===== config.mk =====
export PLATFORM = sky130hd
export DESIGN_NAME = prqbm_cmd_fifo
export DESIGN_NICKNAME = d
export VERILOG_FILES = /design/src/rtl/priority_request_queue_banked_memory_assert.svh /design/src/rtl/prqbm_pkg.sv /design/src/rtl/prqbm_cmd_fifo.sv
export SDC_FILE = /design/constraint.sdc
export NUM_CORES = 1
export LEC_CHECK = 0
export BUFFER_PORTS_ARGS = -buffer_cell sky130_fd_sc_hd__buf_2
export CAP_MARGIN = 5
export CORE_UTILIZATION = 26
export CTS_CLUSTER_DIAMETER = 60
export DETAILED_ROUTE_END_ITERATION = 6
export PLACE_DENSITY_LB_ADDON = 0.25
export SLEW_MARGIN = 20
export SYNTH_ARGS = -nofsm -noshare
export SYNTH_HDL_FRONTEND = slang
export SYNTH_SLANG_ARGS = --single-unit
export TNS_END_PERCENT = 50

===== constraint.sdc =====
create_clock -name clk -period 9.4 [get_ports clk]
set_input_delay 0.94 -clock clk [delete_from_list [all_inputs] [get_ports clk]]
set_output_delay 0.94 -clock clk [all_outputs]
set_load 0.02 [all_outputs]

===== src/rtl/priority_request_queue_banked_memory_assert.svh =====
// Assertion macros for the request scheduler.
`ifndef PRIORITY_REQUEST_QUEUE_BANKED_MEMORY_ASSERT_SVH
`define PRIORITY_REQUEST_QUEUE_BANKED_MEMORY_ASSERT_SVH

`ifndef SYNTHESIS
`define PRQBM_ASSERT_NOW(label, clk, rst_n, ante, cons) \
  label: assert property (@(posedge clk) disable iff (!rst_n) (ante) |-> (cons)) \
    else $error("prqbm: same-cycle check failed");
`define PRQBM_ASSERT_NEXT(label, clk, rst_n, ante, cons) \
  label: assert property (@(posedge clk) disable iff (!rst_n) (ante) |=> (cons)) \
    else $error("prqbm: next-cycle check failed");
`else
`define PRQBM_ASSERT_NOW(label, clk, rst_n, ante, cons)
`define PRQBM_ASSERT_NEXT(label, clk, rst_n, ante, cons)
`endif

`endif


===== src/rtl/prqbm_pkg.sv =====
package prqbm_pkg;

  localparam int QUEUE_DEPTH     = 16;
  localparam int PRIORITY_LEVELS = 5;
  localparam int BANK_WORDS      = 256;
  localparam int BANK_COUNT      = 4;
  localparam int MEM_WORDS       = BANK_WORDS * BANK_COUNT;

  localparam int ADDR_W  = 11;
  localparam int DATA_W  = 32;
  localparam int COORD_W = 3;
  localparam int PRIO_W  = 3;
  localparam int STAT_W  = 2;

  localparam int QIDX_W  = $clog2(PRIORITY_LEVELS);
  localparam int PTR_W   = $clog2(QUEUE_DEPTH);
  localparam int CNT_W   = $clog2(QUEUE_DEPTH + 1);
  localparam int BANK_W  = $clog2(BANK_WORDS);
  localparam int BSEL_W  = (BANK_COUNT > 1) ? $clog2(BANK_COUNT) : 1;
  localparam int AEXT_W  = 16;

  localparam logic [STAT_W-1:0] RSP_QUEUED  = 2'd0;
  localparam logic [STAT_W-1:0] RSP_DROPPED = 2'd1;
  localparam logic [STAT_W-1:0] RSP_SERVED  = 2'd2;
  localparam logic [STAT_W-1:0] RSP_EMPTY   = 2'd3;

  typedef enum logic [1:0] {
    OP_PUSH,
    OP_DROP,
    OP_SERVE
  } op_kind_t;

  typedef struct packed {
    logic               wr;
    logic [ADDR_W-1:0]  addr;
    logic [DATA_W-1:0]  data;
    logic [COORD_W-1:0] x;
    logic [COORD_W-1:0] y;
  } entry_t;

  typedef struct packed {
    op_kind_t          kind;
    logic [QIDX_W-1:0] qidx;
    entry_t            entry;
  } op_t;

  function automatic logic [PTR_W-1:0] ptr_next(input logic [PTR_W-1:0] ptr);
    ptr_next = (ptr == PTR_W'(QUEUE_DEPTH - 1)) ? '0 : ptr + PTR_W'(1);
  endfunction

endpackage


===== src/rtl/prqbm_cmd_fifo.sv =====
module prqbm_cmd_fifo import prqbm_pkg::*; (
  input  logic clk,
  input  logic rst_n,
  input  logic push,
  input  op_t  push_op,
  input  logic pop,
  output logic full,
  output logic pop_valid,
  output op_t  pop_op
);

  op_t        slot_r [2];
  logic       wptr_r, wptr_nxt;
  logic       rptr_r, rptr_nxt;
  logic [1:0] cnt_r, cnt_nxt;

  assign full      = (cnt_r == 2'd2);
  assign pop_valid = (cnt_r != 2'd0);
  assign pop_op    = slot_r[rptr_r];

  always_comb begin
    wptr_nxt = wptr_r;
    rptr_nxt = rptr_r;
    cnt_nxt  = cnt_r;
    if (push) begin
      wptr_nxt = !wptr_r;
    end
    if (pop) begin
      rptr_nxt = !rptr_r;
    end
    if (push && !pop) begin
      cnt_nxt = cnt_r + 2'd1;
    end else if (pop && !push) begin
      cnt_nxt = cnt_r - 2'd1;
    end
  end

  always_ff @(posedge clk) begin
    if (!rst_n) begin
      wptr_r <= 1'b0;
      rptr_r <= 1'b0;
      cnt_r  <= '0;
    end else begin
      wptr_r <= wptr_nxt;
      rptr_r <= rptr_nxt;
      cnt_r  <= cnt_nxt;
    end
  end

  always_ff @(posedge clk) begin
    if (push) begin
      slot_r[wptr_r] <= push_op;
    end
  end

endmodule


* Yosys cells after proc, flatten, opt, wreduce, memory -nomap -nowiden *
Memory sizes are Yosys's and may differ from the RTL's. A register that Yosys moved wholly into a read port is not among the register bits.
Cells that the tools add are included.

word-level totals
  bits of input ports = 59
  memory bits (writable) = 110
  memories kept = 1
  bits in latches = 0
  register bits = 4
  memory bits (read-only) = 0
  logic and storage cells = 21

operators by class
  reductions and logical operators = 8
  $lt $le $gt $ge = 0
  bitwise logic cells = 0
  multiply operators = 0
  shift operators = 0
  mux-type cells = 6
  add/subtract/negate cells = 2
  eq/ne operators = 1
  div/mod/pow operators = 0

memory list
  name    words  bits a word  read ports  clocked after Yosys merged registers in  wr ports  line                  RTL
  slot_r  2      55           1           1                                        1         prqbm_cmd_fifo.sv:12  op_t slot_r [2];

operators by type and width
  kind                   count
  $logic_not A1 Y1       4
  $mux W1                4
  $mux W2                2
  $reduce_bool A2 Y1     2
  $add A2 B1 Y2 const B  1
  $eq A2 B2 Y1 const B   1
  $logic_and A1 B1 Y1    2
  $sub A2 B1 Y2 const B  1

* Logic depth before layout (Yosys ltp) *
  word-level depth = 4
  depth in mapped cells = 5
  gate-level depth less buffers = 5

* Worst setup path after synthesis *
No wires, ideal clock.

  path kind = input port to flip-flop
  start = in push
  end = mem slot_r[0][0] in the netlist's numbering (enable)
  cell stages on the path = 1
  buffers on the path = 0
  arrival time = 3.401 ns
  setup slack = 5.524 ns
  required time = 8.925 ns
  setup time = 0.475 ns
  path through = nor2b_1

on the way
  cells in the longest elaborated chain, start to end = 2

RTL lines
  what                           line                  RTL
  start: declaration             prqbm_cmd_fifo.sv:4   input logic push,
  $mux W1                        prqbm_cmd_fifo.sv:51  if (push) begin
  $mux W1 (implied by the code)  prqbm_cmd_fifo.sv:52  slot_r[wptr_r] <= push_op;
  end: declaration               prqbm_cmd_fifo.sv:12

No other way between the ends.

==> metrics.md <==
| Metric | Value |
|---|---|
| Final setup violation count | `0` |
| Cell Area, Placed | `0.00502 mm^2` |
| Vias | `2166` |
| Worst Tran Pin Value | `0.765 ns` |
| Setup ws final | `6.51 ns` |
| DR WL/cell | `14.7 um` |
| WP data required | `8.46 ns` |
| Antenna-violating nets left | `0` |
| Met1 usage in global routing | `0.123` |
| Vias in the first global route | `2313` |
| N_diodes | `0` |
| Dpl ws | `6.79 ns` |
| Crit path max fanout | `54` |
| Post-CTS Setup Repair Bufs | `0` |
| Area leader, netlist | `edfxtp_1` |
| CP arrival | `1.95 ns` |
| Detail Placement HPWL | `4910 um` |
| CTS clk-pin slew, worst paths | `0.05 ns` |
| First-pass GRT wire length | `12400 um` |
| Share of Yosys cell area claimed by the top area cell type | `0.785` |
| Post_cts resized | `0` |
| Gr ovfl total | `0` |
| Crit path kind | `reg2out` |
| Initial Util | `0.266` |
| Synth Area in Simple Gates | `0.0140` |
| WHS | `0.517 ns` |
| Ys Warns | `0` |
| Syn Std Cell Area | `0.00421 mm^2` |
| Syn Nets | `253` |
| Post-CTS Hold Buffers | `0` |
| Crit-path max cell delay | `0.59 ns` |
| 1st-pass router iterations | `4` |
| Setup_tns | `0 ns` |
| Worst Setup Start Kind | `register` |
| Nets | `384` |
| Yosys reg bits | `115` |
| RSZ-0062 raised after global routing | `false` |
| Max Cap Viol | `0` |
| Post-placement cell count | `521` |
| Input/output buffers | `115` |
| Post-Layout Cell Count | `551` |
| Die area | `0.0167 mm^2` |
| Global Route Usage Sum | `0.105` |
| Leading post-synthesis cells by cell area | `edfxtp_1 79%, mux2_2 15%, dfxtp_1 2.4%` |
| Crit-path slowest cell | `buf_4` |
| Crit-path cells | `buf_4, mux2_2, buf_2` |
| Lkg Pwr | `2.08 nW` |
| CTS H-Tree Depth | `4` |
| Distinct cells, synth | `17` |
| Share of cells above drive strength 1 | `0.600` |
| Gr busiest metal | `met2` |
| GRT met3 Usage | `0.0491` |
| DR vias/cell | `3.93` |
| Fin crit period | `2.89 ns` |
| Initial DRC Count | `82` |
| Pin count of the biggest net entering global routing | `55` |
| CTS Buffer Depth | `2` |
| Final Util | `0.351` |
| Post-Route WL | `8100 um` |
| CTS sink cnt | `115` |
| Status | `finished clean` |
| Worst hold path class | `reg2reg` |
| Post-synthesis compound-gate area fraction | `0.00476` |
| Buf/Inv on CP | `2` |
| Met2 GRT Util | `0.163` |
| Main combinational cell family by area after synthesis | `multiplexers` |
| Chip Width | `129 um` |
| Initial antenna violation count | `0` |
| Synth Area per Inst | `21.8 um^2` |
| Mux share of post-synthesis cell area | `0.147` |
| Cells after synthesis | `193` |
| Max VDD drop | `0.000127 V` |
| Post-route design area | `0.00555 mm^2` |
| Post-route DRC | `0` |
| Cell family with most CP delay | `buffers and inverters` |
| CTS tree | `yes` |
| RePlAce Congestion | `0.638` |
| Max-slew headroom | `0.490` |
| Final hold vios | `0` |
| Clk root buf | `clkbuf_16` |
| CP Capture Type | `primary output` |
| Sequential area share after synthesis | `0.809` |
| Worst Skew | `0.00418 ns` |
| Synth Area in Adders | `0.00297` |
| Slew Viols, Final | `0` |
| Core ar. | `0.0158 mm^2` |
| CTS Buf Count | `17` |
| Design Power | `1.32 mW` |
| Max Freq | `346 MHz` |
| Worst skew pair latency | `0.40 ns` |
| Core Rows | `46` |
| P&R area growth vs syn | `32.0%` |
| Power Dens Cells | `237 mW/mm^2` |
| # IOs | `116` |
| Period utilisation layout | `0.308` |
| Chip height | `129 um` |
| Post-Synth XOR/XNOR Area | `0.00624` |
## path summary, 6_finish.rpt
path | cells past startpoint | slack (ns) | end | from
worst max-delay path | 3 | 6.51 | pop_op[52] | register
worst max register to register | 2 | 7.63 | slot_r[1][46] | wptr_r
worst min-delay path | 2 | 0.52 | cnt_r[1] | cnt_r[1]
worst min register to register | 2 | 0.52 | cnt_r[1] | cnt_r[1]
## registers in the layout, summed over array words and instances, names as in the netlist, named ones only
signal,count
slot_r,110
wptr_r,1
cnt_r,2
rptr_r,1
## area by class of cell
| cell class | instances | area, um^2 |
|---|---|---|
| multi-input combinational | 71 | 746 |
| inverter | 1 | 3.75 |
| fill | 1540 | 10300 |
| timing repair buffer | 118 | 598 |
| clock inverter | 8 | 87.6 |
| clock buffer | 22 | 444 |
| tap | 216 | 270 |
| sequential | 115 | 3400 |
## kinds of logic (layout without fill, tap and decap cells)
kind of cell / after synthesis / after routing
xor gates and xnor gates: 3 / 3
DFF: 115 / 115
and+or+nand+nor: 9 / 9
adders and majority gates: 1 / 1
AOI/OAI and AO/OA: 3 / 3
muxes: 55 / 55
buffers and inverters: 7 / 149
## per-layer routing
metal | vias to the layer above | part of all wire
met3 | 10 | 0.064
met2 | 76 | 0.47
met5 | - | 0
met1 | 1061 | 0.45
li1 | 1019 | -
met4 | 0 | 0.014
## cells in the mapped netlist
library cell,number
xor2_1,2
and2b_2,1
a21boi_1,1
buf_6,5
or3_1,1
ha_1,1
nor2b_1,2
or2_2,1
o21ai_0,1
dfxtp_1,5
edfxtp_1,110
buf_4,1
xnor2_1,1
mux2_2,55
inv_1,1
and2_1,4
o21a_1,1
## worst register-to-register path, cell delays in order, from the launching register on
cell,delay (ns)
dfxtp_1,0.37
and2_2,0.42
buf_4,0.59
## placed cells by master (no fill, tap or decap), types with 2 or more instances in the layout
cell,netlist,layout
clkbuf_1,0,5
dfxtp_1,5,4
buf_2,0,115
buf_4,1,3
edfxtp_1,110,110
xor2_1,2,2
bufinv_16,0,2
mux2_2,55,55
clkinv_1,0,2
clkbuf_16,0,17
clkinv_2,0,4
and2_1,4,3
## report_power, final
group | switching (mW) | total, mW | internal (mW)
logic | 0.0801 | 0.136 | 0.0558
clock network | 0.201 | 0.582 | 0.382
registers | 0.00674 | 0.600 | 0.593
total | 0.287 | 1.32 | 1.03
No activity file was read; power rests on OpenSTA's default activity.
